## src/rtl/czc_pkg.sv

```systemverilog
// ----------------------------------------------------------------------------
// czc_pkg
// Shared types and constants of the conveyor zone controller: register
// indexes, reset values, status codes and the configuration bundle.
// ----------------------------------------------------------------------------
package czc_pkg;

    // Widths of the configuration and payload fields
    localparam int TIME_W   = 16;
    localparam int DUTY_W   = 10;
    localparam int COUNT_W  = 8;
    localparam int PEER_W   = 8;
    localparam int CFG_IDX_W = 8;

    // Configuration register indexes
    localparam logic [CFG_IDX_W-1:0] REG_FILTER_TIME = 8'd0;
    localparam logic [CFG_IDX_W-1:0] REG_JAM_TIME    = 8'd1;
    localparam logic [CFG_IDX_W-1:0] REG_IDLE_TIME   = 8'd2;
    localparam logic [CFG_IDX_W-1:0] REG_RUN_DUTY    = 8'd3;

    // Register reset values
    localparam logic [TIME_W-1:0] FILTER_TIME_RST = 16'd200;
    localparam logic [TIME_W-1:0] JAM_TIME_RST    = 16'd8000;
    localparam logic [TIME_W-1:0] IDLE_TIME_RST   = 16'd4000;
    localparam logic [DUTY_W-1:0] RUN_DUTY_RST    = 10'd800;

    // Highest PWM compare value and the peer fault status byte
    localparam logic [DUTY_W-1:0] DUTY_MAX        = 10'd1000;
    localparam logic [PEER_W-1:0] PEER_FAULT_CODE = 8'd2;

    // Reported zone status
    typedef enum logic [1:0] {
        ST_STOP = 2'd0,
        ST_RUN  = 2'd1,
        ST_JAM  = 2'd2
    } czc_status_t;

    // Configuration as seen by the datapath
    typedef struct packed {
        logic [TIME_W-1:0] filter_time;
        logic [TIME_W-1:0] jam_time;
        logic [TIME_W-1:0] idle_time;
        logic [DUTY_W-1:0] run_value;  // run duty, saturated to DUTY_MAX
    } czc_cfg_t;

endpackage

```

## src/rtl/czc_cfg_regs.sv

```systemverilog
// ----------------------------------------------------------------------------
// czc_cfg_regs
// Configuration register file: decodes write beats by index, holds the
// timing and duty registers and saturates the run duty to the PWM range.
// ----------------------------------------------------------------------------
module czc_cfg_regs
    import czc_pkg::*;
(
    input  logic                 aclk,
    input  logic                 aresetn,
    input  logic                 cfg_valid,
    output logic                 cfg_ready,
    input  logic [CFG_IDX_W-1:0] cfg_index,
    input  logic [TIME_W-1:0]    cfg_data,
    output czc_cfg_t             cfg
);

    logic [TIME_W-1:0] filter_time_reg;
    logic [TIME_W-1:0] jam_time_reg;
    logic [TIME_W-1:0] idle_time_reg;
    logic [DUTY_W-1:0] run_duty_reg;

    // Writes are always taken
    assign cfg_ready = 1'b1;

    // Decode the write beat; unknown indexes are dropped
    always_ff @(posedge aclk) begin
        if (!aresetn) begin
            filter_time_reg <= FILTER_TIME_RST;
            jam_time_reg    <= JAM_TIME_RST;
            idle_time_reg   <= IDLE_TIME_RST;
            run_duty_reg    <= RUN_DUTY_RST;
        end else if (cfg_valid && cfg_ready) begin
            unique case (cfg_index)
                REG_FILTER_TIME: filter_time_reg <= cfg_data;
                REG_JAM_TIME:    jam_time_reg    <= cfg_data;
                REG_IDLE_TIME:   idle_time_reg   <= cfg_data;
                REG_RUN_DUTY:    run_duty_reg    <= cfg_data[DUTY_W-1:0];
                default: ;
            endcase
        end
    end

    // Clamp the run duty to the PWM range
    always_comb begin
        cfg.filter_time = filter_time_reg;
        cfg.jam_time    = jam_time_reg;
        cfg.idle_time   = idle_time_reg;
        cfg.run_value   = (run_duty_reg > DUTY_MAX) ? DUTY_MAX : run_duty_reg;
    end

endmodule

```

## src/rtl/conveyor_zone_controller.sv

```systemverilog
// ----------------------------------------------------------------------------
// conveyor_zone_controller
// One conveyor zone: debounces the box sensor, runs and stops the motor,
// counts departures, latches jams and flags changed report bytes.
//
// Usage:
//   The s_ channel carries one beat per millisecond tick: raw sensor level
//   (low = box present), reset button and the peer zone's status byte.
//   The m_ channel returns exactly one result beat per input beat: motor
//   duty, run status, occupancy, package count, lamp and the send flag.
//   The cfg_ channel writes filter_time, jam_time, idle_time and run_duty
//   by index; write only while no beat is in flight.
//   A beat passes one input register, then the tick evaluation into the
//   result register. Throughput is one beat per cycle while the receiver
//   does not stall; the tick update is a single pass of three elapsed-time
//   subtract-and-compare paths and flag logic.
//   When the receiver stalls, the result is held, one more beat waits in
//   the input register, and s_ready drops until the result is taken.
//   Reset clears all zone state and the tick counter and loads the
//   register defaults (200, 8000, 4000, 800).
// ----------------------------------------------------------------------------
module conveyor_zone_controller
    import czc_pkg::*;
#(
    parameter int TICK_WIDTH = 32
) (
    input  logic                 aclk,
    input  logic                 aresetn,

    input  logic                 s_valid,
    output logic                 s_ready,
    input  logic                 s_sensor_level,
    input  logic                 s_button_pressed,
    input  logic [PEER_W-1:0]    s_peer_status,

    output logic                 m_valid,
    input  logic                 m_ready,
    output logic [DUTY_W-1:0]    m_motor_duty,
    output logic [1:0]           m_run_status,
    output logic                 m_occupied,
    output logic [COUNT_W-1:0]   m_package_count,
    output logic                 m_led_on,
    output logic                 m_send_frame,

    input  logic                 cfg_valid,
    output logic                 cfg_ready,
    input  logic [CFG_IDX_W-1:0] cfg_index,
    input  logic [TIME_W-1:0]    cfg_data
);

    localparam int PAD_W = TICK_WIDTH - TIME_W;
    localparam int REPORT_W = 2 + COUNT_W + 1;

    czc_cfg_t cfg;

    // Input stage
    logic              in_vld_reg;
    logic              in_sensor_reg;
    logic              in_button_reg;
    logic [PEER_W-1:0] in_peer_reg;
    logic              advance;

    // Zone state
    logic [TICK_WIDTH-1:0] tick_reg,         tick_next;
    logic [TICK_WIDTH-1:0] filter_start_reg, filter_start_next;
    logic [TICK_WIDTH-1:0] jam_start_reg,    jam_start_next;
    logic [TICK_WIDTH-1:0] idle_start_reg,   idle_start_next;
    logic                  rise_armed_reg,   rise_armed_next;
    logic                  fall_armed_reg,   fall_armed_next;
    logic                  occupied_reg,     occupied_next;
    logic                  idle_done_reg,    idle_done_next;
    logic                  jam_reg,          jam_next;
    logic                  peer_fault_reg,   peer_fault_next;
    logic [COUNT_W-1:0]    count_reg,        count_next;
    czc_status_t           status_reg,       status_next;
    logic [DUTY_W-1:0]     duty_reg,         duty_next;
    logic [REPORT_W-1:0]   last_sent_reg,    last_sent_next;

    // Result stage
    logic                  m_valid_reg;
    logic [DUTY_W-1:0]     m_duty_reg;
    czc_status_t           m_status_reg;
    logic                  m_occupied_reg;
    logic [COUNT_W-1:0]    m_count_reg;
    logic                  m_send_reg;

    // Tick evaluation temporaries
    logic                  box;
    logic [TICK_WIDTH-1:0] el_filter;
    logic [TICK_WIDTH-1:0] el_jam;
    logic [TICK_WIDTH-1:0] el_idle;

    czc_cfg_regs u_cfg_regs (
        .aclk      (aclk),
        .aresetn   (aresetn),
        .cfg_valid (cfg_valid),
        .cfg_ready (cfg_ready),
        .cfg_index (cfg_index),
        .cfg_data  (cfg_data),
        .cfg       (cfg)
    );

    // Handshake: evaluate when the result slot is free or being emptied
    assign advance = in_vld_reg && (!m_valid_reg || m_ready);
    assign s_ready = !in_vld_reg || advance;

    // Capture input beats
    always_ff @(posedge aclk) begin
        if (!aresetn) begin
            in_vld_reg <= 1'b0;
        end else if (s_ready) begin
            in_vld_reg <= s_valid;
        end
    end

    always_ff @(posedge aclk) begin
        if (s_valid && s_ready) begin
            in_sensor_reg <= s_sensor_level;
            in_button_reg <= s_button_pressed;
            in_peer_reg   <= s_peer_status;
        end
    end

    // One tick of the zone controller
    always_comb begin
        box               = !in_sensor_reg;
        tick_next         = tick_reg + 1'b1;
        filter_start_next = filter_start_reg;
        jam_start_next    = jam_start_reg;
        idle_start_next   = idle_start_reg;
        rise_armed_next   = rise_armed_reg;
        fall_armed_next   = fall_armed_reg;
        occupied_next     = occupied_reg;
        idle_done_next    = idle_done_reg;
        jam_next          = jam_reg;
        count_next        = count_reg;
        status_next       = status_reg;
        duty_next         = duty_reg;

        // Arm the filter on a sensor change against the confirmed level
        if (box && !occupied_reg && !rise_armed_reg) begin
            filter_start_next = tick_reg;
            jam_start_next    = tick_reg;
            rise_armed_next   = 1'b1;
        end else if (!box) begin
            rise_armed_next = 1'b0;
        end
        if (!box && occupied_reg && !fall_armed_reg) begin
            filter_start_next = tick_reg;
            idle_start_next   = tick_reg;
            fall_armed_next   = 1'b1;
        end else if (box) begin
            fall_armed_next = 1'b0;
        end

        el_filter = tick_reg - filter_start_next;
        el_jam    = tick_reg - jam_start_next;
        el_idle   = tick_reg - idle_start_next;

        // Confirm arrival or departure once the filter time has passed
        if (el_filter >= {{PAD_W{1'b0}}, cfg.filter_time}) begin
            if (box && !occupied_reg) begin
                occupied_next  = 1'b1;
                idle_done_next = 1'b0;
                if (!jam_reg && !peer_fault_reg) begin
                    duty_next   = cfg.run_value;
                    status_next = ST_RUN;
                end
            end else if (!box && occupied_reg) begin
                occupied_next = 1'b0;
                count_next    = count_reg + 1'b1;
            end
        end

        // Standby stop after the idle time with no box
        if (el_idle >= {{PAD_W{1'b0}}, cfg.idle_time} && !idle_done_next && !box) begin
            duty_next      = '0;
            status_next    = ST_STOP;
            idle_done_next = 1'b1;
        end

        // Latch a jam when a box blocks the sensor too long
        if (el_jam >= {{PAD_W{1'b0}}, cfg.jam_time} && !peer_fault_reg && box) begin
            duty_next   = '0;
            jam_next    = 1'b1;
            status_next = ST_JAM;
        end

        // Button clears a jam and restarts the motor
        if (in_button_reg && jam_next) begin
            jam_next    = 1'b0;
            duty_next   = cfg.run_value;
            status_next = ST_RUN;
        end

        // Peer fault forces a stop
        if (in_peer_reg == PEER_FAULT_CODE) begin
            duty_next       = '0;
            status_next     = ST_STOP;
            peer_fault_next = 1'b1;
        end else begin
            peer_fault_next = 1'b0;
        end

        last_sent_next = {occupied_next, count_next, status_next};
    end

    // Advance zone state once per evaluated tick
    always_ff @(posedge aclk) begin
        if (!aresetn) begin
            tick_reg         <= '0;
            filter_start_reg <= '0;
            jam_start_reg    <= '0;
            idle_start_reg   <= '0;
            rise_armed_reg   <= 1'b0;
            fall_armed_reg   <= 1'b0;
            occupied_reg     <= 1'b0;
            idle_done_reg    <= 1'b0;
            jam_reg          <= 1'b0;
            peer_fault_reg   <= 1'b0;
            count_reg        <= '0;
            status_reg       <= ST_STOP;
            duty_reg         <= '0;
            last_sent_reg    <= '0;
        end else if (advance) begin
            tick_reg         <= tick_next;
            filter_start_reg <= filter_start_next;
            jam_start_reg    <= jam_start_next;
            idle_start_reg   <= idle_start_next;
            rise_armed_reg   <= rise_armed_next;
            fall_armed_reg   <= fall_armed_next;
            occupied_reg     <= occupied_next;
            idle_done_reg    <= idle_done_next;
            jam_reg          <= jam_next;
            peer_fault_reg   <= peer_fault_next;
            count_reg        <= count_next;
            status_reg       <= status_next;
            duty_reg         <= duty_next;
            last_sent_reg    <= last_sent_next;
        end
    end

    // Result valid: set on a new result, drop when taken
    always_ff @(posedge aclk) begin
        if (!aresetn) begin
            m_valid_reg <= 1'b0;
        end else if (advance) begin
            m_valid_reg <= 1'b1;
        end else if (m_ready) begin
            m_valid_reg <= 1'b0;
        end
    end

    // Load the result beat
    always_ff @(posedge aclk) begin
        if (advance) begin
            m_duty_reg     <= duty_next;
            m_status_reg   <= status_next;
            m_occupied_reg <= occupied_next;
            m_count_reg    <= count_next;
            m_send_reg     <= (last_sent_next != last_sent_reg);
        end
    end

    assign m_valid         = m_valid_reg;
    assign m_motor_duty    = m_duty_reg;
    assign m_run_status    = m_status_reg;
    assign m_occupied      = m_occupied_reg;
    assign m_package_count = m_count_reg;
    assign m_led_on        = m_occupied_reg;
    assign m_send_frame    = m_send_reg;

    // A jammed zone never drives the motor
    a_jam_stops_motor: assert property (@(posedge aclk) disable iff (!aresetn)
        status_reg == ST_JAM |-> duty_reg == '0)
        else $error("jam status with nonzero motor duty");

    // Reported duty stays within the PWM range
    a_duty_range: assert property (@(posedge aclk) disable iff (!aresetn)
        m_valid |-> m_motor_duty <= DUTY_MAX)
        else $error("motor duty above range");

    // Zone state moves only on an evaluated tick
    a_state_hold: assert property (@(posedge aclk) disable iff (!aresetn)
        !advance |=> $stable(count_reg) && $stable(tick_reg) && $stable(occupied_reg))
        else $error("zone state changed without a tick");

    // The package count steps by at most one per tick
    a_count_step: assert property (@(posedge aclk) disable iff (!aresetn)
        advance |=> count_reg == $past(count_reg) || count_reg == $past(count_reg) + 1'b1)
        else $error("package count jumped");

endmodule

```

## config.mk

```make
export PLATFORM = sky130hd
export DESIGN_NAME = conveyor_zone_controller
export DESIGN_NICKNAME = d
export VERILOG_FILES = /design/src/rtl/czc_pkg.sv /design/src/rtl/czc_cfg_regs.sv /design/src/rtl/conveyor_zone_controller.sv
export SDC_FILE = /design/constraint.sdc
export NUM_CORES = 1
export LEC_CHECK = 0
export BUFFER_PORTS_ARGS = -buffer_cell sky130_fd_sc_hd__buf_2
export CAP_MARGIN = 20
export CORE_MARGIN = 5
export CORE_UTILIZATION = 50
export CTS_CLUSTER_DIAMETER = 80
export DETAILED_ROUTE_END_ITERATION = 16
export MAX_ROUTING_LAYER = met4
export PLACE_DENSITY = 0.67
export SYNTH_ARGS = -nofsm -noshare
export SYNTH_HDL_FRONTEND = slang
export SYNTH_SLANG_ARGS = --single-unit
export TNS_END_PERCENT = 50
```

## constraint.sdc

```tcl
create_clock -name aclk -period 7.9 [get_ports aclk]
set_clock_uncertainty 0.2 [all_clocks]
set_input_delay 0.79 -clock aclk [delete_from_list [all_inputs] [get_ports aclk]]
set_output_delay 0.79 -clock aclk [all_outputs]
set_load 0.1 [all_outputs]
```

==> results.tsv <==
stage	metric	value	unit
outcome	outcome	complete, no violations	
route	drtPass1Iterations	6	
power	combPwrFrac	0.187	
clock_network	cts-hold-fix-buffers	0	
power	pwr-share-seq	0.394	
cells_and_area	multi_input_comb_area	11100	sq um
cells_and_area	layout-drive-gt1-share	0.0727	
setup_path	reg2reg_depth	23	
setup_path	critPathLaunchType	register	
route	drtIter0Drc	922	
setup_path	ff2ff_setup_slack	0.67	ns
die	ioPinCount	65	
cells_and_area	seq_area	5250	sq um
logic_synthesis	ys_seq_elements	246	
cells_and_area	fin_nets	2293	
route	antenna_left	0	
logic_synthesis	syn_nets	2303	
die	chipWidth	195	um
clock_network	cts_tree	yes	
setup_path	worst-endpoint-arrival	7.35	ns
logic_synthesis	syn_area	17200	sq um
route	viasPerCell	5.95	
logic_synthesis	postSynthAreaPerCell	8.09	sq um
cells_and_area	final_core_util	0.556	
power	p_leak	7.96	nW
timing	period_needed	7.23	ns
power	p_int	2.40	mW
timing	tns	0	ns
global_route	gr-total-overflow	0	
power	p_total	3.35	mW
min_path	min_path_type	in -> reg	
setup_path	worstReg2RegStart	in_sensor_reg	
timing	slew_headroom	0.305	
placed_design	place_area	17700	sq um
clock_network	post-cts-setup-buffer-count	0	
logic_synthesis	syn_inst	2121	
min_path	min_from	s_peer_status[5]	
die	initial_utilization	0.509	
placed_design	portBuffers	63	
cells_and_area	final_cell_mix	264 x nand2_1, 214 x dfxtp_1, 204 x nor2_1	
cells_and_area	postLayoutCellArea	18800	sq um
route	drc	0	
timing	fin_crit_sh	0.915	
power	p_sw	0.949	mW
die	core_area	33700	sq um
clock_network	clock-root-buffer	clkbuf_16	
setup_path	crit_path_max_fanout	26	
timing	hold_violations	0	
global_route	grt_pass1_vias	14902	
clock_network	cts_buffers	28	
logic_synthesis	yosys.cell_types.count	87	
power	vdd_drop_max	0.153	mV
die	die_height	195	um
power	clkPwrFrac	0.419	
global_route	antenna_found_initial	0	
route	wl_per_cell	18.0	um
clock_network	path_clk_slew	0.06	ns
logic_synthesis	synth_edf_count	32	
logic_synthesis	yosysWarnings	0	
setup_path	cp.required	8.02	ns
min_path	hold-path-endpoint	in_peer_reg[5]	
clock_network	htreeDepth	1	
cells_and_area	final_common_cell	nand2_1	
run	cap_violations	0	
logic_synthesis	synth-seq-area-share	0.306	
cells_and_area	stdcell_count	2581	
cells_and_area	fillers	3159	
timing	fmax	138	MHz
min_path	hold_depth	1	
timing	slew_viol_final	0	
clock_network	clkSinkCount	246	
global_route	grt_pass1_wl	75500	um
logic_synthesis	synth_flop_cell	dfxtp_1	
logic_synthesis	async_flop_share	0	
die	placementRows	67	
route	wl	46400	um
power	powerDensity	178	nW/um^2
placed_design	dpl_worst_slack	0.704	ns
cells_and_area	area_growth	9.24	%
die	die_area	38100	sq um
timing	rsz0062_at_grt	false	
timing	tightest_slew	1.02	ns
cells_and_area	antenna_cells	0	
setup_path	end_kind	register	
power	p_sw_frac	0.284	
global_route	grt_usage	0.241	
placed_design	dp_cells	2528	
timing	setup_viol	0	
clock_network	clkLatencyLatePin	0.57	ns
clock_network	cts_max_path_buffers	3	
timing	fin_ws	0.671	ns
route	vias	15360	
setup_path	criticalPathCategory	reg -> reg	
clock_network	ctsResizeCount	0	
placed_design	place_congestion	0.935	
placed_design	hpwlAfterDp	35000	um
global_route	grt_max_degree	92	
setup_path	r2r_end	m_motor_duty[8]	
timing	hold_slack	0.216	ns
==> final cells by class <==
type | instances | area share
clock buffers | 38 | 0.0420
clock inverters | 14 | 0.0124
inverters | 84 | 0.0172
multi-input cells | 1671 | 0.594
flip-flops and latches | 246 | 0.280
well taps | 448 | 0.0299
repair buffers | 80 | 0.0247
==> worst max-delay path, stage by stage (launching register included) <==
cell       delay (ns)
edfxtp_1         0.56
or3_1            0.63
nand2_4          0.48
mux2i_1          0.19
ha_1             0.43
nand3_1          0.10
a21oi_1          0.20
o21ai_0          0.18
nand2_1          0.14
a32oi_1          0.12
maj3_1           0.36
mux2_2           0.27
a21oi_1          0.16
ha_1             0.26
a211oi_1         0.20
o21ai_0          0.11
o221ai_1         0.24
o2111ai_1        0.15
nor3_1           0.16
nand4_1          0.11
or4_4            0.63
a21oi_2          0.74
mux2i_1          0.28
nor2_1           0.06
==> kinds of logic (layout without fill, tap and decap cells) <==
| kind of cell | count (synthesis) | after routing | synth area share |
|---|---|---|---|
| AO/OA/AOI/OAI | 572 | 572 | 0.216 |
| XOR/XNOR | 95 | 95 | 0.0485 |
| adder cells (fa/ha/maj) | 145 | 145 | 0.107 |
| buffers and inverters | 204 | 216 | 0.0462 |
| flip-flops | 246 | 246 | 0.306 |
| multiplexers | 142 | 142 | 0.0830 |
| other | 1 | 1 | 0.000218 |
| AND/OR/NAND/NOR | 716 | 716 | 0.194 |
==> Yosys cell counts (27+ instances only) <==
master	n	share of area
a211oi_1	77	0.034
a21o_1	27	0.012
a21oi_1	189	0.055
clkbuf_1	96	0.021
dfxtp_1	214	0.25
edfxtp_1	32	0.056
ha_1	140	0.10
inv_1	83	0.018
mux2i_1	139	0.081
nand2_1	264	0.058
nand3_1	38	0.011
nand4_1	42	0.015
nor2_1	205	0.045
o21a_1	28	0.012
o21ai_0	92	0.027
xnor2_1	39	0.020
xor2_1	56	0.029
==> worst max-delay path by stage <==
stage	cells after the start	end	startpoint	slack [ns]
after detailed placement	23	m_motor_duty[8]	in_sensor_reg	0.70
after global routing	23	m_motor_duty[1]	in_sensor_reg	0.26
after floorplan	28	m_send_frame	occupied_reg	1.26
final	23	m_motor_duty[8]	in_sensor_reg	0.67
after global placement	23	m_motor_duty[6]	in_sensor_reg	0.90
after CTS	23	m_motor_duty[8]	in_sensor_reg	0.72
==> layer usage <==
metal / track usage / share of wire
met1: 0.312 / 0.46
met2: 0.408 / 0.47
met3: 0.0219 / 0.045
met4: 0.0605 / 0.024
met5: - / 0
==> power groups by stage <==
stage	Sequential (mW)	Clock [mW]	Combinational [mW]
final	1.32	1.40	0.626
after global routing	1.32	1.49	0.688
after CTS	1.32	1.43	0.622
after detailed placement	1.34	0	0.617
after global placement	1.34	0	0.606
after floorplan	1.38	0	0.439
(Power assumes the default switching activity.)
